$ cat src/lmms_pkg.sv
package lmms_pkg;

    localparam int NUM_COLS = 16;
    localparam int MSG_COLS = 11;
    localparam int QUEUE_DEPTH = 2;

    localparam int EMG_PERIOD = 32;
    localparam int ALARM_PERIOD = 39;
    localparam int PARK_PERIOD = 63;
    localparam int EMG_LEN = 21;
    localparam int ALARM_LEN = 28;
    localparam int PARK_LEN = 52;
    localparam int ARROW_PERIOD = 11;
    localparam int ARROW_SHIFT_STEPS = 8;
    localparam int ROLL_PERIOD = 9;

    localparam int FLAG_EMG = 0;
    localparam int FLAG_AUTO = 1;
    localparam int FLAG_FIRE = 2;
    localparam int FLAG_STOP = 3;
    localparam int FLAG_FULL = 4;
    localparam int FLAG_OVL = 5;
    localparam int FLAG_PARK = 6;
    localparam int FLAG_UP = 7;
    localparam int FLAG_DOWN = 8;
    localparam int FLAG_SHIFT = 9;

    typedef enum logic [1:0] {
        REQ_LOAD = 2'd0,
        REQ_STATUS = 2'd1,
        REQ_TICK = 2'd2
    } req_t;

    typedef enum logic [1:0] {
        CMD_LOAD,
        CMD_STATUS,
        CMD_TICK
    } cmd_kind_t;

    typedef struct packed {
        cmd_kind_t   kind;
        logic [3:0]  index;
        logic [7:0]  data;
        logic [7:0]  floor;
        logic [9:0]  flags;
    } cmd_t;

    typedef enum logic [3:0] {
        MSG_EMG,
        MSG_INS,
        MSG_FIRE,
        MSG_STOP,
        MSG_FULL,
        MSG_PARK,
        MSG_OVL,
        MSG_COPY,
        MSG_ROLL,
        MSG_HOLD
    } msg_mode_t;

    typedef enum logic [1:0] {
        ARW_COPY,
        ARW_SHIFT,
        ARW_HOLD
    } arrow_mode_t;

    localparam logic [7:0] ROM_EMG [EMG_LEN] = '{
        8'h00, 8'h00, 8'h7F, 8'h49, 8'h49, 8'h49, 8'h41, 8'h00,
        8'h7F, 8'h02, 8'h0C, 8'h02, 8'h7F, 8'h00, 8'h3E, 8'h41,
        8'h49, 8'h49, 8'h7A, 8'h00, 8'h00};
    localparam logic [7:0] ROM_INS [EMG_LEN] = '{
        8'h00, 8'h00, 8'h00, 8'h41, 8'h7F, 8'h41, 8'h00, 8'h00,
        8'h7F, 8'h04, 8'h08, 8'h10, 8'h7F, 8'h00, 8'h46, 8'h49,
        8'h49, 8'h49, 8'h31, 8'h00, 8'h00};
    localparam logic [7:0] ROM_FIRE [ALARM_LEN] = '{
        8'h00, 8'h00, 8'h7F, 8'h09, 8'h09, 8'h09, 8'h01, 8'h00,
        8'h00, 8'h41, 8'h7F, 8'h41, 8'h00, 8'h00, 8'h7F, 8'h09,
        8'h19, 8'h29, 8'h46, 8'h00, 8'h7F, 8'h49, 8'h49, 8'h49,
        8'h41, 8'h00, 8'h00, 8'h00};
    localparam logic [7:0] ROM_STOP [ALARM_LEN] = '{
        8'h00, 8'h00, 8'h46, 8'h49, 8'h49, 8'h49, 8'h31, 8'h00,
        8'h01, 8'h01, 8'h7F, 8'h01, 8'h01, 8'h00, 8'h3E, 8'h41,
        8'h41, 8'h41, 8'h3E, 8'h00, 8'h7F, 8'h09, 8'h09, 8'h09,
        8'h06, 8'h00, 8'h00, 8'h00};
    localparam logic [7:0] ROM_FULL [ALARM_LEN] = '{
        8'h00, 8'h00, 8'h7F, 8'h09, 8'h09, 8'h09, 8'h01, 8'h00,
        8'h3F, 8'h40, 8'h40, 8'h40, 8'h3F, 8'h00, 8'h7F, 8'h40,
        8'h40, 8'h40, 8'h40, 8'h00, 8'h7F, 8'h40, 8'h40, 8'h40,
        8'h40, 8'h00, 8'h00, 8'h00};
    localparam logic [7:0] ROM_OVL [PARK_LEN] = '{
        8'h00, 8'h00, 8'h3E, 8'h41, 8'h41, 8'h41, 8'h3E, 8'h00,
        8'h1F, 8'h20, 8'h40, 8'h20, 8'h1F, 8'h00, 8'h7F, 8'h49,
        8'h49, 8'h49, 8'h41, 8'h00, 8'h7F, 8'h09, 8'h19, 8'h29,
        8'h46, 8'h00, 8'h7F, 8'h40, 8'h40, 8'h40, 8'h40, 8'h00,
        8'h3E, 8'h41, 8'h41, 8'h41, 8'h3E, 8'h00, 8'h7E, 8'h11,
        8'h11, 8'h11, 8'h7E, 8'h00, 8'h7F, 8'h41, 8'h41, 8'h22,
        8'h1C, 8'h00, 8'h00, 8'h00};
    localparam logic [7:0] ROM_PARK [PARK_LEN] = '{
        8'h00, 8'h00, 8'h7F, 8'h09, 8'h09, 8'h09, 8'h06, 8'h00,
        8'h7E, 8'h11, 8'h11, 8'h11, 8'h7E, 8'h00, 8'h7F, 8'h09,
        8'h19, 8'h29, 8'h46, 8'h00, 8'h7F, 8'h08, 8'h14, 8'h22,
        8'h41, 8'h00, 8'h00, 8'h41, 8'h7F, 8'h41, 8'h00, 8'h00,
        8'h7F, 8'h04, 8'h08, 8'h10, 8'h7F, 8'h00, 8'h3E, 8'h41,
        8'h49, 8'h49, 8'h7A, 8'h00, 8'h00, 8'h00, 8'h00, 8'h00,
        8'h00, 8'h00, 8'h00, 8'h00};

    function automatic logic is_marquee(msg_mode_t mode);
        return (mode != MSG_COPY) && (mode != MSG_ROLL) && (mode != MSG_HOLD);
    endfunction

    function automatic logic [5:0] rom_len(msg_mode_t mode);
        logic [5:0] len;
        case (mode)
            MSG_EMG, MSG_INS: len = 6'(EMG_LEN);
            MSG_FIRE, MSG_STOP, MSG_FULL: len = 6'(ALARM_LEN);
            default: len = 6'(PARK_LEN);
        endcase
        return len;
    endfunction

    function automatic logic [6:0] rom_period(msg_mode_t mode);
        logic [6:0] period;
        case (mode)
            MSG_EMG, MSG_INS: period = 7'(EMG_PERIOD);
            MSG_FIRE, MSG_STOP, MSG_FULL: period = 7'(ALARM_PERIOD);
            default: period = 7'(PARK_PERIOD);
        endcase
        return period;
    endfunction

    function automatic logic [7:0] rom_byte(msg_mode_t mode, logic [5:0] idx);
        logic [7:0] b;
        b = 8'h00;
        case (mode)
            MSG_EMG: if (idx < 6'(EMG_LEN)) b = ROM_EMG[idx[4:0]];
            MSG_INS: if (idx < 6'(EMG_LEN)) b = ROM_INS[idx[4:0]];
            MSG_FIRE: if (idx < 6'(ALARM_LEN)) b = ROM_FIRE[idx[4:0]];
            MSG_STOP: if (idx < 6'(ALARM_LEN)) b = ROM_STOP[idx[4:0]];
            MSG_FULL: if (idx < 6'(ALARM_LEN)) b = ROM_FULL[idx[4:0]];
            MSG_PARK: if (idx < 6'(PARK_LEN)) b = ROM_PARK[idx];
            MSG_OVL: if (idx < 6'(PARK_LEN)) b = ROM_OVL[idx];
            default: b = 8'h00;
        endcase
        return b;
    endfunction

endpackage

$ cat src/lmms_front.sv
module lmms_front (
    input  logic           clk,
    input  logic           rst_n,
    input  logic           in_valid,
    output logic           in_ready,
    input  logic [1:0]     req_type,
    input  logic [3:0]     column_index,
    input  logic [7:0]     column_data,
    input  logic [7:0]     floor_number,
    input  logic [9:0]     status_flags,
    output logic           cmd_valid,
    input  logic           cmd_ready,
    output lmms_pkg::cmd_t cmd
);
    import lmms_pkg::*;

    localparam int QPTR_W = $clog2(QUEUE_DEPTH);
    localparam int QCNT_W = $clog2(QUEUE_DEPTH + 1);

    cmd_t              queue_reg [QUEUE_DEPTH];
    logic [QPTR_W-1:0] wr_ptr_reg, wr_ptr_next;
    logic [QPTR_W-1:0] rd_ptr_reg, rd_ptr_next;
    logic [QCNT_W-1:0] count_reg, count_next;
    cmd_t              in_cmd;
    logic              legal;
    logic              push;
    logic              pop;

    always_comb
    begin
        in_cmd.index = column_index;
        in_cmd.data = column_data;
        in_cmd.floor = floor_number;
        in_cmd.flags = status_flags;
        legal = 1'b1;
        unique case (req_type)
            REQ_LOAD: in_cmd.kind = CMD_LOAD;
            REQ_STATUS: in_cmd.kind = CMD_STATUS;
            REQ_TICK: in_cmd.kind = CMD_TICK;
            default:
            begin
                in_cmd.kind = CMD_LOAD;
                legal = 1'b0;
            end
        endcase
    end

    assign in_ready = count_reg != QCNT_W'(QUEUE_DEPTH);
    assign cmd_valid = count_reg != '0;
    assign cmd = queue_reg[rd_ptr_reg];
    assign push = in_valid && in_ready && legal;
    assign pop = cmd_valid && cmd_ready;

    always_comb
    begin
        wr_ptr_next = wr_ptr_reg;
        rd_ptr_next = rd_ptr_reg;
        count_next = count_reg;
        if (push)
        begin
            wr_ptr_next = (wr_ptr_reg == QPTR_W'(QUEUE_DEPTH - 1)) ? '0 : wr_ptr_reg + 1'b1;
        end
        if (pop)
        begin
            rd_ptr_next = (rd_ptr_reg == QPTR_W'(QUEUE_DEPTH - 1)) ? '0 : rd_ptr_reg + 1'b1;
        end
        if (push && !pop)
        begin
            count_next = count_reg + 1'b1;
        end
        else if (pop && !push)
        begin
            count_next = count_reg - 1'b1;
        end
    end

    always_ff @(posedge clk or negedge rst_n)
    begin
        if (!rst_n)
        begin
            wr_ptr_reg <= '0;
            rd_ptr_reg <= '0;
            count_reg <= '0;
        end
        else
        begin
            wr_ptr_reg <= wr_ptr_next;
            rd_ptr_reg <= rd_ptr_next;
            count_reg <= count_next;
        end
    end

    always_ff @(posedge clk)
    begin
        if (push)
        begin
            queue_reg[wr_ptr_reg] <= in_cmd;
        end
    end

    a_count_bound: assert property (@(posedge clk) disable iff (!rst_n)
        count_reg <= QCNT_W'(QUEUE_DEPTH))
        else $error("command queue holds more entries than its depth");

    a_count_push: assert property (@(posedge clk) disable iff (!rst_n)
        push && !pop |=> count_reg == $past(count_reg) + 1'b1)
        else $error("queue fill did not grow on a push");

endmodule

$ cat src/lmms_back.sv
module lmms_back (
    input  logic           clk,
    input  logic           rst_n,
    input  logic           cmd_valid,
    output logic           cmd_ready,
    input  lmms_pkg::cmd_t cmd,
    output logic           out_valid,
    input  logic           out_ready,
    output logic [3:0]     out_column,
    output logic [7:0]     out_dots,
    output logic           last_column
);
    import lmms_pkg::*;

    typedef enum logic {ST_IDLE, ST_EMIT} state_t;

    state_t      state_reg, state_next;
    logic [3:0]  col_reg, col_next;
    logic [5:0]  j_reg, j_next;
    logic [5:0]  sp_reg, sp_next;
    logic [3:0]  phase_reg, phase_next;
    logic        roll_reg, roll_next;
    logic        active_reg, active_next;
    logic [7:0]  prev_floor_reg, prev_floor_next;
    logic [9:0]  flags_reg, flags_next;
    msg_mode_t   msg_mode_reg, msg_mode_next;
    arrow_mode_t arrow_mode_reg, arrow_mode_next;
    logic [7:0]  glyph_reg [NUM_COLS];
    logic [7:0]  glyph_next [NUM_COLS];
    logic [7:0]  shown_reg [NUM_COLS];
    logic [7:0]  shown_next [NUM_COLS];
    logic        out_valid_reg, out_valid_next;
    logic [3:0]  out_col_reg, out_col_next;
    logic [7:0]  out_dots_reg, out_dots_next;
    logic        out_last_reg, out_last_next;

    logic        take;
    logic        advance;
    logic        up;
    logic        motion;
    logic [6:0]  sp_inc;
    msg_mode_t   msg_sel;
    logic [5:0]  sp_new;
    logic [3:0]  phase_new;
    logic        in_msg;
    logic        marquee_col;
    logic [5:0]  len;
    logic [6:0]  period;
    logic        j_in_rom;
    logic [6:0]  j_inc;
    logic [5:0]  j_step;
    logic [3:0]  glyph_idx;
    logic [7:0]  g;
    logic [7:0]  s;
    logic [3:0]  amt;
    logic [2:0]  k;
    logic [7:0]  msg_dots;
    logic [7:0]  arrow_dots;
    logic [7:0]  col_dots;

    function automatic logic [6:0] wrap_mod(logic [6:0] v, logic [6:0] p);
        return (v >= p) ? v - p : v;
    endfunction

    assign cmd_ready = state_reg == ST_IDLE;
    assign take = cmd_valid && cmd_ready;
    assign advance = (state_reg == ST_EMIT) && (!out_valid_reg || out_ready);

    assign up = flags_reg[FLAG_UP];
    assign motion = flags_reg[FLAG_SHIFT] && (flags_reg[FLAG_UP] || flags_reg[FLAG_DOWN]);
    assign sp_inc = {1'b0, sp_reg} + 7'd1;

    always_comb
    begin
        if (flags_reg[FLAG_EMG] || !flags_reg[FLAG_AUTO])
        begin
            msg_sel = flags_reg[FLAG_EMG] ? MSG_EMG : MSG_INS;
        end
        else if (flags_reg[FLAG_FIRE] || flags_reg[FLAG_STOP] || flags_reg[FLAG_FULL])
        begin
            msg_sel = flags_reg[FLAG_FIRE] ? MSG_FIRE :
                      flags_reg[FLAG_STOP] ? MSG_STOP : MSG_FULL;
        end
        else if (flags_reg[FLAG_OVL] || flags_reg[FLAG_PARK])
        begin
            msg_sel = flags_reg[FLAG_PARK] ? MSG_PARK : MSG_OVL;
        end
        else
        begin
            msg_sel = MSG_HOLD;
        end
    end

    assign phase_new = (phase_reg == 4'(ARROW_PERIOD - 1)) ? '0 : phase_reg + 4'd1;

    assign in_msg = col_reg < 4'(MSG_COLS);
    assign marquee_col = in_msg && is_marquee(msg_mode_reg);
    assign len = rom_len(msg_mode_reg);
    assign period = rom_period(msg_mode_reg);
    assign j_in_rom = j_reg < len;
    assign j_inc = {1'b0, j_reg} + 7'd1;
    assign j_step = (j_in_rom || (j_inc < period)) ? j_inc[5:0] : '0;
    assign glyph_idx = marquee_col ? 4'(j_reg - len) : col_reg;
    assign g = glyph_reg[glyph_idx];
    assign s = shown_reg[col_reg];
    assign amt = 4'(ROLL_PERIOD - 1) - sp_reg[3:0];
    assign k = 3'(ARROW_SHIFT_STEPS - 1) - phase_reg[2:0];

    always_comb
    begin
        case (msg_mode_reg)
            MSG_COPY: msg_dots = g;
            MSG_HOLD: msg_dots = s;
            MSG_ROLL:
            begin
                if (up)
                begin
                    msg_dots = {1'b0, s[7:1]} | 8'({8'h00, g} << amt);
                end
                else
                begin
                    msg_dots = {s[6:0], 1'b0} | 8'({8'h00, g} >> amt);
                end
            end
            default: msg_dots = j_in_rom ? rom_byte(msg_mode_reg, j_reg) : g;
        endcase
        case (arrow_mode_reg)
            ARW_COPY: arrow_dots = g;
            ARW_SHIFT: arrow_dots = up ? 8'(g << k) : (g >> k);
            default: arrow_dots = s;
        endcase
        col_dots = in_msg ? msg_dots : arrow_dots;
    end

    always_comb
    begin
        state_next = state_reg;
        col_next = col_reg;
        j_next = j_reg;
        sp_next = sp_reg;
        phase_next = phase_reg;
        roll_next = roll_reg;
        active_next = active_reg;
        prev_floor_next = prev_floor_reg;
        flags_next = flags_reg;
        msg_mode_next = msg_mode_reg;
        arrow_mode_next = arrow_mode_reg;
        glyph_next = glyph_reg;
        shown_next = shown_reg;
        out_valid_next = out_valid_reg;
        out_col_next = out_col_reg;
        out_dots_next = out_dots_reg;
        out_last_next = out_last_reg;
        sp_new = '0;

        if (out_valid_reg && out_ready)
        begin
            out_valid_next = 1'b0;
        end

        if (take)
        begin
            unique case (cmd.kind)
                CMD_LOAD:
                begin
                    glyph_next[cmd.index] = cmd.data;
                end
                CMD_STATUS:
                begin
                    flags_next = cmd.flags;
                    if (cmd.floor != prev_floor_reg)
                    begin
                        roll_next = 1'b1;
                        prev_floor_next = cmd.floor;
                        sp_next = '0;
                    end
                end
                CMD_TICK:
                begin
                    state_next = ST_EMIT;
                    col_next = '0;
                    if (is_marquee(msg_sel))
                    begin
                        sp_new = 6'(wrap_mod(sp_inc, rom_period(msg_sel)));
                        sp_next = sp_new;
                        j_next = sp_new;
                        active_next = 1'b1;
                        msg_mode_next = msg_sel;
                    end
                    else if (active_reg || (roll_reg && !motion))
                    begin
                        msg_mode_next = MSG_COPY;
                        sp_next = '0;
                        roll_next = 1'b0;
                        active_next = 1'b0;
                    end
                    else if (roll_reg)
                    begin
                        sp_new = 6'(wrap_mod(sp_inc, 7'(ROLL_PERIOD)));
                        sp_next = sp_new;
                        msg_mode_next = MSG_ROLL;
                        if (sp_new == 6'(ROLL_PERIOD - 1))
                        begin
                            roll_next = 1'b0;
                        end
                    end
                    else
                    begin
                        msg_mode_next = MSG_HOLD;
                    end
                    if (motion)
                    begin
                        phase_next = phase_new;
                        arrow_mode_next = (phase_new < 4'(ARROW_SHIFT_STEPS)) ?
                                          ARW_SHIFT : ARW_HOLD;
                    end
                    else
                    begin
                        phase_next = '0;
                        arrow_mode_next = ARW_COPY;
                    end
                end
                default:
                begin
                end
            endcase
        end

        if (advance)
        begin
            shown_next[col_reg] = col_dots;
            out_valid_next = 1'b1;
            out_col_next = col_reg;
            out_dots_next = col_dots;
            out_last_next = col_reg == 4'(NUM_COLS - 1);
            col_next = col_reg + 4'd1;
            j_next = j_step;
            if (col_reg == 4'(NUM_COLS - 1))
            begin
                state_next = ST_IDLE;
            end
        end
    end

    always_ff @(posedge clk or negedge rst_n)
    begin
        if (!rst_n)
        begin
            state_reg <= ST_IDLE;
            col_reg <= '0;
            j_reg <= '0;
            sp_reg <= '0;
            phase_reg <= '0;
            roll_reg <= 1'b0;
            active_reg <= 1'b0;
            prev_floor_reg <= '0;
            flags_reg <= 10'(1 << FLAG_AUTO);
            msg_mode_reg <= MSG_HOLD;
            arrow_mode_reg <= ARW_HOLD;
            glyph_reg <= '{default: '0};
            shown_reg <= '{default: '0};
            out_valid_reg <= 1'b0;
            out_col_reg <= '0;
            out_dots_reg <= '0;
            out_last_reg <= 1'b0;
        end
        else
        begin
            state_reg <= state_next;
            col_reg <= col_next;
            j_reg <= j_next;
            sp_reg <= sp_next;
            phase_reg <= phase_next;
            roll_reg <= roll_next;
            active_reg <= active_next;
            prev_floor_reg <= prev_floor_next;
            flags_reg <= flags_next;
            msg_mode_reg <= msg_mode_next;
            arrow_mode_reg <= arrow_mode_next;
            glyph_reg <= glyph_next;
            shown_reg <= shown_next;
            out_valid_reg <= out_valid_next;
            out_col_reg <= out_col_next;
            out_dots_reg <= out_dots_next;
            out_last_reg <= out_last_next;
        end
    end

    assign out_valid = out_valid_reg;
    assign out_column = out_col_reg;
    assign out_dots = out_dots_reg;
    assign last_column = out_last_reg;

    a_last_mark: assert property (@(posedge clk) disable iff (!rst_n)
        out_valid_reg |-> (out_last_reg == (out_col_reg == 4'(NUM_COLS - 1))))
        else $error("end-of-frame mark does not match the column index");

    a_phase_range: assert property (@(posedge clk) disable iff (!rst_n)
        phase_reg <= 4'(ARROW_PERIOD - 1))
        else $error("arrow phase left its cycle");

    a_roll_position: assert property (@(posedge clk) disable iff (!rst_n)
        (state_reg == ST_EMIT) && (msg_mode_reg == MSG_ROLL)
        |-> sp_reg <= 6'(ROLL_PERIOD - 1))
        else $error("roll position out of range during a frame");

endmodule

$ cat src/led_matrix_message_scroller.sv
// Driver for a 16-column by 8-row dot display with scrolling messages.
// Input channel (in_valid/in_ready) takes one beat per request: a glyph
// column load, a status update with floor code and flags, or an animation
// tick. Request code 3 is accepted and dropped.
// Each tick yields 16 output beats (out_valid/out_ready), columns 0 to 15 in
// order, with last_column set on column 15.
// Requests pass through a two-entry command queue into the column engine.
// Loads and status updates are taken only while the engine is idle. A tick
// starts a frame in which the engine computes the columns in order and
// takes no further command until column 15 has been registered.
// The engine computes one column per cycle into the output register while
// the receiver takes them; a stalled receiver holds the engine while the
// queue keeps taking requests until it is full.
// Reset clears the glyph and shown columns, scroll position, arrow phase and
// floor, and leaves the auto flag set, so ticks before the first status
// update show the plain display with no marquee.
module led_matrix_message_scroller (
    input  logic       clk,
    input  logic       rst_n,
    input  logic       in_valid,
    output logic       in_ready,
    input  logic [1:0] req_type,
    input  logic [3:0] column_index,
    input  logic [7:0] column_data,
    input  logic [7:0] floor_number,
    input  logic [9:0] status_flags,
    output logic       out_valid,
    input  logic       out_ready,
    output logic [3:0] out_column,
    output logic [7:0] out_dots,
    output logic       last_column
);
    import lmms_pkg::*;

    logic cmd_valid;
    logic cmd_ready;
    cmd_t cmd;

    lmms_front u_front (
        .clk          (clk),
        .rst_n        (rst_n),
        .in_valid     (in_valid),
        .in_ready     (in_ready),
        .req_type     (req_type),
        .column_index (column_index),
        .column_data  (column_data),
        .floor_number (floor_number),
        .status_flags (status_flags),
        .cmd_valid    (cmd_valid),
        .cmd_ready    (cmd_ready),
        .cmd          (cmd)
    );

    lmms_back u_back (
        .clk         (clk),
        .rst_n       (rst_n),
        .cmd_valid   (cmd_valid),
        .cmd_ready   (cmd_ready),
        .cmd         (cmd),
        .out_valid   (out_valid),
        .out_ready   (out_ready),
        .out_column  (out_column),
        .out_dots    (out_dots),
        .last_column (last_column)
    );

endmodule
$ cat config.mk
export PLATFORM = sky130hd
export DESIGN_NAME = led_matrix_message_scroller
export DESIGN_NICKNAME = d
export VERILOG_FILES = /design/src/lmms_pkg.sv /design/src/lmms_front.sv /design/src/lmms_back.sv /design/src/led_matrix_message_scroller.sv
export SDC_FILE = /design/constraint.sdc
export NUM_CORES = 1
export LEC_CHECK = 0
export BUFFER_PORTS_ARGS = -buffer_cell sky130_fd_sc_hd__buf_2
export CORE_ASPECT_RATIO = 0.75
export CORE_MARGIN = 4
export CORE_UTILIZATION = 60
export CTS_BUF_LIST = sky130_fd_sc_hd__clkbuf_8
export CTS_CLUSTER_SIZE = 12
export DETAILED_ROUTE_END_ITERATION = 12
export PLACE_DENSITY = 0.77
export SLEW_MARGIN = 40
export SYNTH_ARGS = -nofsm -noshare
export SYNTH_HDL_FRONTEND = slang
export SYNTH_SLANG_ARGS = --single-unit
export TNS_END_PERCENT = 10
$ cat constraint.sdc
create_clock -name clk -period 4.9 [get_ports clk]
set_clock_uncertainty 0.1 [all_clocks]
set_input_delay 0.98 -clock clk [delete_from_list [all_inputs] [get_ports clk]]
set_output_delay 0.98 -clock clk [all_outputs]
set_load 0.05 [all_outputs]
## Word level (Yosys, flattened, before mapping)

Memory sizes are Yosys's and may differ from the RTL's.
Cells that the tools add are included.

- Add/subtract/negate cells: 13
- $lt $le $gt $ge: 16
- Eq/ne operators: 32
- Shift-type cells: 4
- Muxes and demuxes: 98
- Bitwise gates (word level): 8
- Reduce and logical (&&, ||, !) cells: 56

Operators with widths:

| kind | number |
|---|---|
| $bwmux W128 | 2 |
| $mux W8 | 31 |
| $mux W6 | 11 |
| $bmux W8 S4 | 2 |
| $demux W8 S4 | 2 |
| $pmux W8 S7 | 1 |
| $mux W4 | 12 |
| $pmux W6 S2 | 2 |
| $pmux W8 S3 | 1 |
| $mux W7 | 3 |
| $eq A4 B3 Y1 const B | 5 |
| $mux W1 | 20 |
| $pmux W5 S2 | 2 |
| $eq A4 B2 Y1 const B | 4 |
| $eq A4 B4 Y1 const B | 4 |
| $logic_and A1 B1 Y1 | 16 |
| $ne A4 B4 Y1 const B | 4 |
| $pmux W8 S2 | 1 |
| $reduce_bool A2 Y1 | 8 |
| $ge A5 B5 Y1 const B | 3 |
| $not A4 Y5 | 3 |
| $add A6 B1 Y7 const B | 2 |
| $lt A6 B5 Y1 const B | 2 |
| $lt A5 B1 Y1 const B | 2 |
| other kinds (48) | 84 |

- Register bits after elaboration: 321
- Memory bits (writable): 64
- Bits in read-only memories: 2304
- Logic and storage cells: 285
- Memories kept: 8

Memories:

| memory | depth | bits a word | read ports | clocked after memory_dff | wr ports | RTL line | text |
|---|---|---|---|---|---|---|---|
| (name not given) | 64 | 8 | 1 | 0 | 0 | lmms_pkg.sv:140 | `MSG_PARK: if (idx < 6'(PARK_LEN)) b = ROM_PARK[idx];` |
| (name not given) | 64 | 8 | 1 | 0 | 0 | lmms_pkg.sv:141 | `MSG_OVL: if (idx < 6'(PARK_LEN)) b = ROM_OVL[idx];` |
| (name not given) | 32 | 8 | 1 | 0 | 0 | lmms_pkg.sv:135 | `MSG_EMG: if (idx < 6'(EMG_LEN)) b = ROM_EMG[idx[4:0]];` |
| (name not given) | 32 | 8 | 1 | 0 | 0 | lmms_pkg.sv:136 | `MSG_INS: if (idx < 6'(EMG_LEN)) b = ROM_INS[idx[4:0]];` |
| (name not given) | 32 | 8 | 1 | 0 | 0 | lmms_pkg.sv:137 | `MSG_FIRE: if (idx < 6'(ALARM_LEN)) b = ROM_FIRE[idx[4:0]];` |
| (name not given) | 32 | 8 | 1 | 0 | 0 | lmms_pkg.sv:138 | `MSG_STOP: if (idx < 6'(ALARM_LEN)) b = ROM_STOP[idx[4:0]];` |
| 2 more memories | -- | -- | -- | -- | -- | -- |  |

## Longest topological paths before layout

Gate-level depths: netlist of the first run.

- Depth in word-level cells: 16
- Depth in mapped cells: 20
- Gate-level depth less buffers: 15

## Cells and area by module

A second synthesis of the first run with hierarchy kept.

- Cell total of the unflattened synthesis: 2251
- Area, all modules: 22684.3 um^2

By module, submodules not included:

| module | times used | cells an instance | area an instance (um^2) | sequential area each (um^2) |
|---|---|---|---|---|
| lmms_back | 1 | 2129 | 20001.7 | 7937.6 |
| lmms_front | 1 | 122 | 2682.6 | 2021.9 |

## Worst setup path before layout of the first run

No wires, ideal clock.

- Path kind: reg2reg
- Start: register u_back.msg_mode_reg[1]
- End: register u_back.out_dots_reg[7] (netlist: u_back.out_dots[7])
- Setup time: 0.067 ns
- Arrival time: 4.333 ns
- Path slack: 0.401 ns
- Cell stages (with the launch flop): 18
- Path buffers: 3
- Path through: dfrtp_1 -> clkbuf_1 -> nor2_1 -> mux2_2 -> nand2_1 -> ha_1 -> or3_1 -> and2_0 -> clkbuf_1 -> o41ai_1 -> clkbuf_1 -> nand2_1 -> o22ai_1 -> nor3_1 -> a21o_1 -> a2111oi_0 -> o211a_1 -> mux2_2

- Cells in the longest elaborated chain, start to end: 14
- Elaborated cells between the ends (all ways): 39
- Those cells by class: add/sub: 1; order compare: 1; eq/ne: 12; shift: 4; mux: 12; bitwise: 3; reduce/logical: 6

RTL lines:

| what | RTL line | text |
|---|---|---|
| start: declaration | lmms_back.sv:26 | `msg_mode_t msg_mode_reg, msg_mode_next;` |
| start signal: assignment | lmms_back.sv:278 | `msg_mode_reg <= msg_mode_next;` |
| $eq A4 B2 Y1 (tied with other cells) | lmms_pkg.sv:113, lmms_pkg.sv:134 |  |
| $reduce_or A3 Y1 (tied with other cells) | lmms_pkg.sv:113 | `case (mode)` |
| $pmux W6 S2 or $logic_and A1 B1 Y1 (tied branches) | lmms_pkg.sv:113, lmms_pkg.sv:108 |  |
| $sub A4 B4 Y4 or $logic_and A1 B1 Y1 (tied branches) | lmms_back.sv:103, lmms_back.sv:97 |  |
| $mux W4 | lmms_back.sv:103 | `assign glyph_idx = marquee_col ? 4'(j_reg - len) : col_reg;` |
| $not A4 Y5 (not written as such) | lmms_back.sv:104 | `assign g = glyph_reg[glyph_idx];` |
| $bmux W8 S4 | lmms_back.sv:104 |  |
| $mux W8 (not written as such) (2 in a row) | lmms_back.sv:104 |  |
| $shr A8 B4 Y8 or $shl A8 B4 Y8 (tied branches) | lmms_back.sv:122, lmms_back.sv:118 |  |
| $or A8 B8 Y8 or $or A7 B8 Y8 (tied branches) | lmms_back.sv:122, lmms_back.sv:118 |  |
| $mux W8 | lmms_back.sv:116 | `if (up)` |
| $pmux W8 S3 | lmms_back.sv:111 | `case (msg_mode_reg)` |
| $mux W8 (*) | lmms_back.sv:132 | `col_dots = in_msg ? msg_dots : arrow_dots;` |
| end signal: assignment | lmms_back.sv:284 | `out_dots_reg <= out_dots_next;` |
| end: declaration | lmms_back.sv:34 | `logic [7:0] out_dots_reg, out_dots_next;` |

Every way passes the cells marked *; elsewhere a longest branch is shown, timed or not. The select of a mux whose other input is x is not followed.
A chain may end at the register's enable or synchronous reset.

## Worst setup path after layout of the first run

- Start: register u_back.msg_mode_reg[1]
- End: register u_back.shown_reg[124] in the netlist's numbering

- Cells in the longest elaborated chain, start to end: 15
- Elaborated cells between the ends (all ways): 40
- Those cells by class: add/sub: 1; order compare: 1; eq/ne: 12; shift: 4; mux: 13; bitwise: 3; reduce/logical: 6

RTL lines:

| what | RTL line | text |
|---|---|---|
| $eq A4 B2 Y1 (tied with other cells) | lmms_pkg.sv:113, lmms_pkg.sv:134 |  |
| $reduce_or A3 Y1 (tied with other cells) | lmms_pkg.sv:113 |  |
| $pmux W6 S2 or $logic_and A1 B1 Y1 (tied branches) | lmms_pkg.sv:113, lmms_pkg.sv:108 |  |
| $sub A4 B4 Y4 or $logic_and A1 B1 Y1 (tied branches) | lmms_back.sv:103, lmms_back.sv:97 |  |
| $mux W4 | lmms_back.sv:103 |  |
| $not A4 Y5 (not written as such) | lmms_back.sv:104 |  |
| $bmux W8 S4 | lmms_back.sv:104 |  |
| $mux W8 (not written as such) (2 in a row) | lmms_back.sv:104 |  |
| $shr A8 B4 Y8 or $shl A8 B4 Y8 (tied branches) | lmms_back.sv:122, lmms_back.sv:118 |  |
| $or A8 B8 Y8 or $or A7 B8 Y8 (tied branches) | lmms_back.sv:122, lmms_back.sv:118 |  |
| $mux W8 | lmms_back.sv:116 |  |
| $pmux W8 S3 | lmms_back.sv:111 |  |
| $mux W8 (*) | lmms_back.sv:132 |  |
| $bwmux W128 (*) | lmms_back.sv:231 | `shown_next[col_reg] = col_dots;` |
| end signal: assignment | lmms_back.sv:281 | `shown_reg <= shown_next;` |
| end: declaration | lmms_back.sv:30 | `logic [7:0] shown_reg [NUM_COLS];` |

Marks and branches as above.

==> results, run 1 <==
- The post-route worst setup slack is 0.135 ns.
- The data arrival time of the worst path is 5.12 ns.
- The number of hold buffers added after CTS is 0.
- Based on the critical path, the design can be clocked at up to 210 MHz.
- OpenSTA, run right after detailed placement, puts the worst setup slack at -0.189 ns.
- After the first detailed-routing iteration, the DRC count stood at 2949.
- The proportion of synthesized area in mux cells is 0.113.
- Across the VDD grid, the largest voltage drop is 0.000492 V.
- The initial antenna violation count is 3.
- In the final layout, the share of cells above drive strength 1 is 0.184.
- The number of library cell types mapped by synthesis is 100.
- The startpoint type of the worst setup path is a flip-flop.
- The setup slack of the most critical reg-to-reg path is 0.14 ns.
- The total of max-cap violations is 0.
- Dividing the synthesized area by the synthesized cell count gives 9.59 um^2.
- The run finished with clean final reports.
- For this run, design rule violations remaining after detail routing come to 0.
- The die footprint is 0.0400 mm^2.
- At the end of the flow, the number of nets in the layout was 2422.
- The total power density per cell area is 722 mW/mm^2.
- Summed over all layers, the routed wires come to 68.3 mm.
- The endpoint of the worst-slack reg-to-reg timing path is u_back.shown_reg[124]$_DFFE_PN0P_.
- The number of global-route vias before repair is 18700.
- The post-synthesis compound-gate area fraction is 0.214.
- The initial utilization of the core area, before any placement, comes to 0.612.
- Of the total synthesized cell area, the portion taken by full adders, half adders and majority gates is 0.0219.
- The setup violation total in the final timing report is 0.
- In this run the cell area of the synthesized design comes to 0.0221 mm^2.
- Yosys printed 0 warnings.
- The clock-pin transition on the worst setup and hold timing paths is 0.06 ns.
- For this design the top-level I/O count stands at 51.
- Of the total synthesized cell area, the portion taken by XOR and XNOR cells is 0.0139.
- Measured along the x axis, the die boundary spans 230 um.
- The routed design could run at a clock period as short as 4.76 ns.
- Dividing the detail-routed wire length by the instance count gives 23.6 um.
- Entering global routing, the biggest net connects 100 pins.
- The overall overflow remaining after global route is 0.
- In this run the critical register-to-register path is launched from u_back.msg_mode_reg[1]$_DFFE_PN0P_.
- Of the synthesized area, sequential elements account for 0.451.
- The main combinational cell family by area after synthesis is compound AO/OA/AOI/OAI gates.
- The share of flip-flops with an asynchronous set or reset after synthesis is 0.834.
- Using the TritonRoute via totals, the vias-per-cell ratio works out to 6.78.
- In this run the tightest slew margin relative to its limit is 0.414.
- After routing the design area is 0.0246 mm^2.
- Across every metal layer, demand over resource in global routing totals 0.338.
- The fraction of the mapped netlist area in simple logic gates is 0.144.
- The die span in y is 174 um.
- TritonCTS built the clock tree.
- The count of filler cells inserted in the layout is 2771.
- The post-CTS setup-driven buffer insertion count is 0.
- The number of slew-limit violations in the final report is 0.
- Following the worst setup path forward leads to its endpoint at u_back.shown_reg[124]$_DFFE_PN0P_.
- The synthesis-stage register bit count is 385.
- No sink is reached through more buffers than the 3 on the longest clock path.
- The post-route antenna net violation count is 0.
- The via count is 19600.
- The total clock sinks is 385.
- The slowest stage of the critical path is the sky130_fd_sc_hd__a2111oi_2 cell.
- The post-synthesis net count is 2378.
- The first global-routing pass estimated 108 mm of wire.
- The nature of the critical path endpoint is a flip-flop.
- The actual transition at the worst max-transition pin is 0.873 ns.
- Ranked by total cell area, the synthesized netlist is headed by sky130_fd_sc_hd__dfrtp_1 (36%), sky130_fd_sc_hd__edfxtp_1 (8.7%), sky130_fd_sc_hd__a21oi_1 (5.1%), sky130_fd_sc_hd__mux4_2 (4.8%), sky130_fd_sc_hd__nor2_1 (4.6%).
- The worst-skew pair later-pin latency is 0.65 ns.
- The gate count after technology mapping is 2304.
- During placement, the flow inserted port buffers numbering 50.
- The worst endpoint required time is 5.25 ns.
- The CTS buffer count is 59.
- At the end of routability-driven placement, the weighted congestion stood at 1.05.
- For this run, the detailed router's first-pass iteration total came to 7.
- In this run the static leakage power is 10.5 nW.
- The prevailing post-synth register cell is sky130_fd_sc_hd__dfrtp_1.
- The top cell type's share of synthesized area is 0.359.
- The share of the cycle needed by the critical path after routing is 0.972.
- The type of the setup path with the least slack is flip-flop to flip-flop.
- Summed over all failing endpoints, the final setup total negative slack is 0 ns.
- The critical path goes through buf_4 > mux2_2 > nand2_1 > ha_1 > or3_1 > and2_0 > a31o_2 > a32o_2 > mux2_2 > a2111oi_2 > o221ai_1 > a221oi_1 > buf_4 > o21ai_0.
- The cell area reported after detailed placement is 0.0232 mm^2.
- In this run, synthesis inferred 64 flip-flops with an integrated enable.
- In this run the core area contains 60 standard-cell rows.
- The number of endpoints with negative hold slack in the final report came to 0.
- The utilization of the core after routing is 0.680.
- The region available for standard cell placement spans 0.0361 mm^2.
- The tightest min-delay check is of the input pin to async pin type.
- The largest fanout on the critical path is 12.
- On the worst path, the slowest cell contributes a delay of 0.48 ns.
- The post-synthesis to final-layout area growth is 11.2%.
- Setup repair after global routing left no endpoint under its margin.
- The cell type with the largest total area after synthesis is sky130_fd_sc_hd__dfrtp_1.
- In this run the number of H-tree levels came out at 2.
- The tree is rooted in a sky130_fd_sc_hd__clkbuf_8.
- Counting cells, the worst reg-to-reg path comes to 14.
- The launching element of the worst setup path is u_back.msg_mode_reg[1]$_DFFE_PN0P_.
- The detailed-placement wirelength estimate is 47.9 mm.
## layer usage
metal  GRT usage  part of all wire  wire length [um]
met5     0.00721           0.00080                55
met4      0.0793             0.023              1580
met3      0.0970              0.12              8200
met2       0.486              0.43             29100
met1       0.510              0.43             29500
## layout by cell type, fill, tap and decap left out, drive strengths merged, types with 24 or more instances in the layout
| master | instances |
|---|---|
| a21oi | 223 |
| a22oi | 24 |
| a31oi | 24 |
| a32oi | 32 |
| buf | 159 |
| clkbuf | 72 |
| dfrtp | 317 |
| edfxtp | 64 |
| ha | 37 |
| inv | 74 |
| mux2 | 80 |
| mux2i | 53 |
| mux4 | 47 |
| nand2 | 226 |
| nand2b | 24 |
| nand3 | 63 |
| nor2 | 270 |
| o21ai | 182 |
| xnor2 | 26 |
## final cells by class
type	count	area [um^2]	area share
diodes	2	5.00	0.000204
clock buffers	72	991	0.0403
clock inverters	36	272	0.0111
inverters	55	206	0.00841
multi-input cells	1688	11300	0.462
flip-flops and latches	385	9970	0.406
well taps	496	621	0.0253
repair buffers	159	1150	0.0469
## power breakdown
part | switching (mW) | leakage, nW | internal [mW] | total [mW]
Clock | 1.31 | 0.723 | 1.50 | 2.81
Sequential | 0.668 | 4.90 | 4.11 | 4.78
Combinational | 6.45 | 4.89 | 3.69 | 10.1
Total | 8.43 | 10.5 | 9.31 | 17.7
## cells by family (layout without fill, tap and decap cells)
logic type / count (synthesis) / after routing
AOI/OAI and AO/OA: 726 / 726
DFF: 385 / 385
buffers and inverters: 231 / 322
adders and majority gates: 38 / 38
muxes: 180 / 180
other: 0 / 2
xor gates and xnor gates: 35 / 35
and+or+nand+nor: 709 / 709
## worst min-delay path by stage
stage / start / end / cells after the start
3_5_place_dp: u_back.out_column[2]$_DFFE_PN0P_ / u_back.out_column[2]$_DFFE_PN0P_ / 2
2_1_floorplan: u_back.glyph_reg[5]$_DFFE_PN0P_ / u_back.glyph_reg[5]$_DFFE_PN0P_ / 2
3_3_place_gp: u_back.shown_reg[46]$_DFFE_PN0P_ / u_back.shown_reg[46]$_DFFE_PN0P_ / 2
5_1_grt: rst_n / u_back.prev_floor_reg[1]$_DFFE_PN0P_ / 1
6_report: rst_n / u_back.prev_floor_reg[5]$_DFFE_PN0P_ / 1
4_1_cts: rst_n / u_back.prev_floor_reg[1]$_DFFE_PN0P_ / 1
## what timing repair did
item	4_1_cts	5_1_grt
endpoints found under the setup margin	17	75
pin swaps	0	2
gates resized for setup	1	15
## worst max-delay path, delay by kind of cell (launching register included)
| family | cells | cell delay, ns |
|---|---|---|
| AND/OR/NAND/NOR | 3 | 0.77 |
| multiplexers | 2 | 0.57 |
| buffers and inverters | 2 | 0.52 |
| AO/OA/AOI/OAI | 6 | 1.93 |
| adder cells (fa/ha/maj) | 1 | 0.25 |
| flip-flops | 1 | 0.47 |
## per-stage QoR
| step | std cells | hold slack (ns) | total power [mW] |
|---|---|---|---|
| floorplan | 2304 | 0.342 | 11.1 |
| global placement | 2782 | 0.355 | 14.2 |
| detailed placement | 2782 | 0.363 | 14.4 |
| CTS | 2890 | 0.303 | 17.3 |
| global route | 2892 | 0.142 | 18.7 |
| finish | 2893 | 0.145 | 17.7 |
## cells in the mapped netlist, types with 10 or more instances
cell                          n
sky130_fd_sc_hd__nor2b_1     18
sky130_fd_sc_hd__nand3_1     63
sky130_fd_sc_hd__nand2_1    225
sky130_fd_sc_hd__nor2_1     269
sky130_fd_sc_hd__buf_1       22
sky130_fd_sc_hd__a22oi_1     24
sky130_fd_sc_hd__nor3_1      20
sky130_fd_sc_hd__a2111oi_0   10
sky130_fd_sc_hd__o22ai_1     20
sky130_fd_sc_hd__a21o_1      12
sky130_fd_sc_hd__mux2_2      77
sky130_fd_sc_hd__mux4_2      47
sky130_fd_sc_hd__a211oi_1    12
sky130_fd_sc_hd__a221o_1     10
sky130_fd_sc_hd__nand4_1     11
sky130_fd_sc_hd__a32oi_1     31
sky130_fd_sc_hd__a21oi_1    223
sky130_fd_sc_hd__mux2i_1     53
sky130_fd_sc_hd__clkbuf_1   130
sky130_fd_sc_hd__a31oi_1     22
sky130_fd_sc_hd__a211o_1     11
sky130_fd_sc_hd__inv_1       50
sky130_fd_sc_hd__a311oi_1    17
sky130_fd_sc_hd__dfrtp_1    317
sky130_fd_sc_hd__o211ai_1    17
sky130_fd_sc_hd__and2_1      18
sky130_fd_sc_hd__ha_1        37
sky130_fd_sc_hd__and3_1      17
sky130_fd_sc_hd__o21ai_0    175
sky130_fd_sc_hd__edfxtp_1    64
sky130_fd_sc_hd__nand2b_1    24
sky130_fd_sc_hd__a221oi_1    14
sky130_fd_sc_hd__nor4_1      10
sky130_fd_sc_hd__xnor2_1     26
sky130_fd_sc_hd__o31ai_1     21
sky130_fd_sc_hd__buf_2       15
(Power assumes the default switching activity.)
==> run 2: changes to the inputs <==
--- a/config.mk
+++ b/config.mk
@@ -9,7 +9,6 @@
 export CORE_ASPECT_RATIO = 0.75
 export CORE_MARGIN = 4
 export CORE_UTILIZATION = 60
-export CTS_BUF_LIST = sky130_fd_sc_hd__clkbuf_8
 export CTS_CLUSTER_SIZE = 12
 export DETAILED_ROUTE_END_ITERATION = 12
 export PLACE_DENSITY = 0.77
@@ -17,4 +16,4 @@
 export SYNTH_ARGS = -nofsm -noshare
 export SYNTH_HDL_FRONTEND = slang
 export SYNTH_SLANG_ARGS = --single-unit
-export TNS_END_PERCENT = 10
+export TNS_END_PERCENT = 5
==> results, run 2 (same netlist as run 1, synthesis figures left out) <==
- The I/O pin count is 51 (unchanged).
- The number of endpoints with negative hold slack in the final report is 0 (unchanged).
- In this run the worst setup path terminates at u_back.shown_reg[124]$_DFFE_PN0P_.
- The chip width is 230 um (unchanged).
- The die footprint is 0.0400 mm^2 (unchanged).
- The overall overflow remaining after global route is 0 (unchanged).
- The headroom to the max-slew limit is 0.414 (-0.000761).
- The post-CTS setup-driven buffer insertion count is 0 (unchanged).
- The initial antenna violation count is 3 (unchanged).
- The endpoint of the worst-slack reg-to-reg timing path is u_back.shown_reg[124]$_DFFE_PN0P_.
- The number of global-route vias before repair came to 18600 (-0.17%).
- The setup violation total in the final timing report was 0 (unchanged).
- Leaving out fill and tap cells, the most frequent cells in the layout are sky130_fd_sc_hd__dfrtp_1 (313), sky130_fd_sc_hd__nor2_1 (260), sky130_fd_sc_hd__nand2_1 (225).
- The number of slew-limit violations in the final report is 0 (unchanged).
- The cell leakage power is 10.4 nW (-1.2%).
- The detail-routed via count per cell came to 6.83 (+0.79%).
- The maximum number of buffers from clock root to sink was 3 (unchanged).
- The top achievable clock speed is 208 MHz (-0.71%).
- The net count reported at finish is 2404 (-0.74%).
- STA classifies the critical path startpoint as a flip-flop.
- The type of the worst min-delay path is input pin to async pin.
- The largest fanout on the critical path was 12 (unchanged).
- The setup slack of the most critical reg-to-reg path is 0.10 ns (-0.03 ns).
- The detailed-placement wirelength estimate is 47.9 mm (unchanged).
- Leaving out fill and tap cells, the most frequent cell in the layout is sky130_fd_sc_hd__dfrtp_1.
- The port buffer count is 50 (unchanged).
- The starting density of the core is 0.612 (unchanged).
- The first-pass GRT wire length is 108 mm (about the same).
- The data arrival time of the worst path came to 5.09 ns (-0.03 ns).
- The run finished with clean final reports.
- The ratio of cells with drive above 1 in the final layout is 0.171 (-0.0134).
- The routed wire length came to 68.7 mm (+0.52%).
- The total clock sinks is 385 (unchanged).
- The nature of the critical path endpoint is a flip-flop.
- The routed length per instance is 24.1 um (+1.8%).
- The maximum vdd ir drop is 0.000493 V (+0.33%).
- The first-pass iteration count of the detailed router is 8 (+1).
- The total power density per cell area is 729 mW/mm^2 (+0.95%).
- TritonCTS built the clock tree.
- The number of remaining DRC errors is 0 (unchanged).
- The core area came to 0.0361 mm^2 (unchanged).
- The number of antenna diodes came to 0 (-2).
- The actual transition at the worst max-transition pin was 0.874 ns (+0.00113 ns).
- The utilization of the core after routing is 0.680 (about the same).
- The total number of placement rows is 60 (unchanged).
- The launching element of the worst setup path is u_back.msg_mode_reg[1]$_DFFE_PN0P_.
- The DRC marker count from the first detailed-route iteration was 3067 (+4.0%).
- CTS placed an instance of sky130_fd_sc_hd__clkbuf_16 at the clock tree root.
- The worst-skew pair later-pin latency is 0.56 ns (-0.09 ns).
- The post-synthesis to final-layout area growth is 11.1% (about the same).
- The type of the setup path with the least slack is flip-flop to flip-flop.
- Setup repair after global routing left no endpoint under its margin.
- The overall power consumption was 17.9 mW (+0.87%).
- The number of hold buffers added after CTS came to 0 (unchanged).
- The startpoint of the worst register-to-register path is u_back.msg_mode_reg[1]$_DFFE_PN0P_.
- The CTS buffer count is 41 (-31%).
- The clock-pin transition on the worst setup and hold timing paths is 0.06 ns (about the same).
- The worst hold margin was 0.235 ns (+0.0895 ns).
- The post-route antenna net violation count is 0 (unchanged).
- The cell area reported after detailed placement came to 0.0232 mm^2 (unchanged).
- The die span in y is 174 um (unchanged).
- The via count is 19500 (-0.49%).
- The worst endpoint required time was 5.19 ns (-0.06 ns).
- The routability-driven placement congestion ratio is 1.05 (unchanged).
- The CTS H-tree depth is 2 (unchanged).
- The largest net degree at the start of global routing was 100 (unchanged).
- The summed area of non-filler cells in the final layout is 0.0245 mm^2 (about the same).
- The minimum period implied by the final worst setup slack was 4.80 ns (+0.0340 ns).
- The global routing usage summed across all routing layers was 0.339 (+0.000785).
- The total of max-cap violations is 0 (unchanged).
- The worst reg-to-reg path cell count came to 14 (unchanged).
- The share of the cycle needed by the critical path after routing was 0.979 (+0.00695).
[run 2: where the power goes]
group / switching, mW / internal, mW
clock: 1.28 / 1.67
sequential: 0.676 / 4.11
combinational: 6.47 / 3.69
total: 8.42 / 9.47
[run 2: final cells by class]
type | instances | area (um^2)
Clock buffer | 64 | 1140
Clock inverter | 9 | 115
Fill cell | 2749 | 11600
Inverter | 55 | 206
Multi-Input combinational cell | 1688 | 11300
Sequential cell | 385 | 9970
Tap cell | 496 | 621
Timing Repair Buffer | 159 | 1150
[run 2: how the worst min path moves through the flow]
| stage | to | cells past startpoint | startpoint | slack [ns] |
|---|---|---|---|---|
| after floorplan | u_back.glyph_reg[5]$_DFFE_PN0P_ | 2 | u_back.glyph_reg[5]$_DFFE_PN0P_ | 0.34 |
| after global placement | u_back.shown_reg[46]$_DFFE_PN0P_ | 2 | u_back.shown_reg[46]$_DFFE_PN0P_ | 0.36 |
| after detailed placement | u_back.out_column[2]$_DFFE_PN0P_ | 2 | u_back.out_column[2]$_DFFE_PN0P_ | 0.36 |
| after CTS | u_back.out_column[2]$_DFFE_PN0P_ | 2 | u_back.out_column[2]$_DFFE_PN0P_ | 0.38 |
| after global routing | u_back.prev_floor_reg[6]$_DFFE_PN0P_ | 1 | rst_n | 0.25 |
| final | u_back.prev_floor_reg[5]$_DFFE_PN0P_ | 1 | rst_n | 0.23 |
[run 2: layer usage]
metal,wire length [um],vias to the layer above,track usage
met4,1750,2,0.0846
met3,8450,162,0.0911
li1,-,8553,-
met5,60,-,0.0108
met2,29200,1250,0.490
met1,29200,9546,0.511
[run 2: per-stage QoR]
step	setup WS [ns]	instances	TNS [ns]
final	0.101	2856	0
after global routing	0.00732	2856	0
after CTS	0.0278	2855	0
after detailed placement	-0.189	2782	-2.01
after global placement	0.100	2782	0
after floorplan	0.401	2304	0
[run 2: critical path, cell delays in order (launching register included)]
cell                        delay [ns]
sky130_fd_sc_hd__dfrtp_1          0.45
sky130_fd_sc_hd__buf_4            0.21
sky130_fd_sc_hd__mux2_2           0.27
sky130_fd_sc_hd__nand2_1          0.11
sky130_fd_sc_hd__ha_1             0.26
sky130_fd_sc_hd__or3_1            0.40
sky130_fd_sc_hd__and2_0           0.27
sky130_fd_sc_hd__a31o_2           0.34
sky130_fd_sc_hd__a32o_1           0.36
sky130_fd_sc_hd__mux2_2           0.33
sky130_fd_sc_hd__a2111oi_2        0.50
sky130_fd_sc_hd__o221ai_1         0.19
sky130_fd_sc_hd__a221oi_1         0.44
sky130_fd_sc_hd__buf_4            0.30
sky130_fd_sc_hd__o21ai_0          0.13
[run 2: what timing repair did]
item	4_1_cts	5_1_grt
gates resized for setup	2	11
pin swaps	0	1
setup endpoints to repair	18	80
endpoints found under the hold margin	0	0
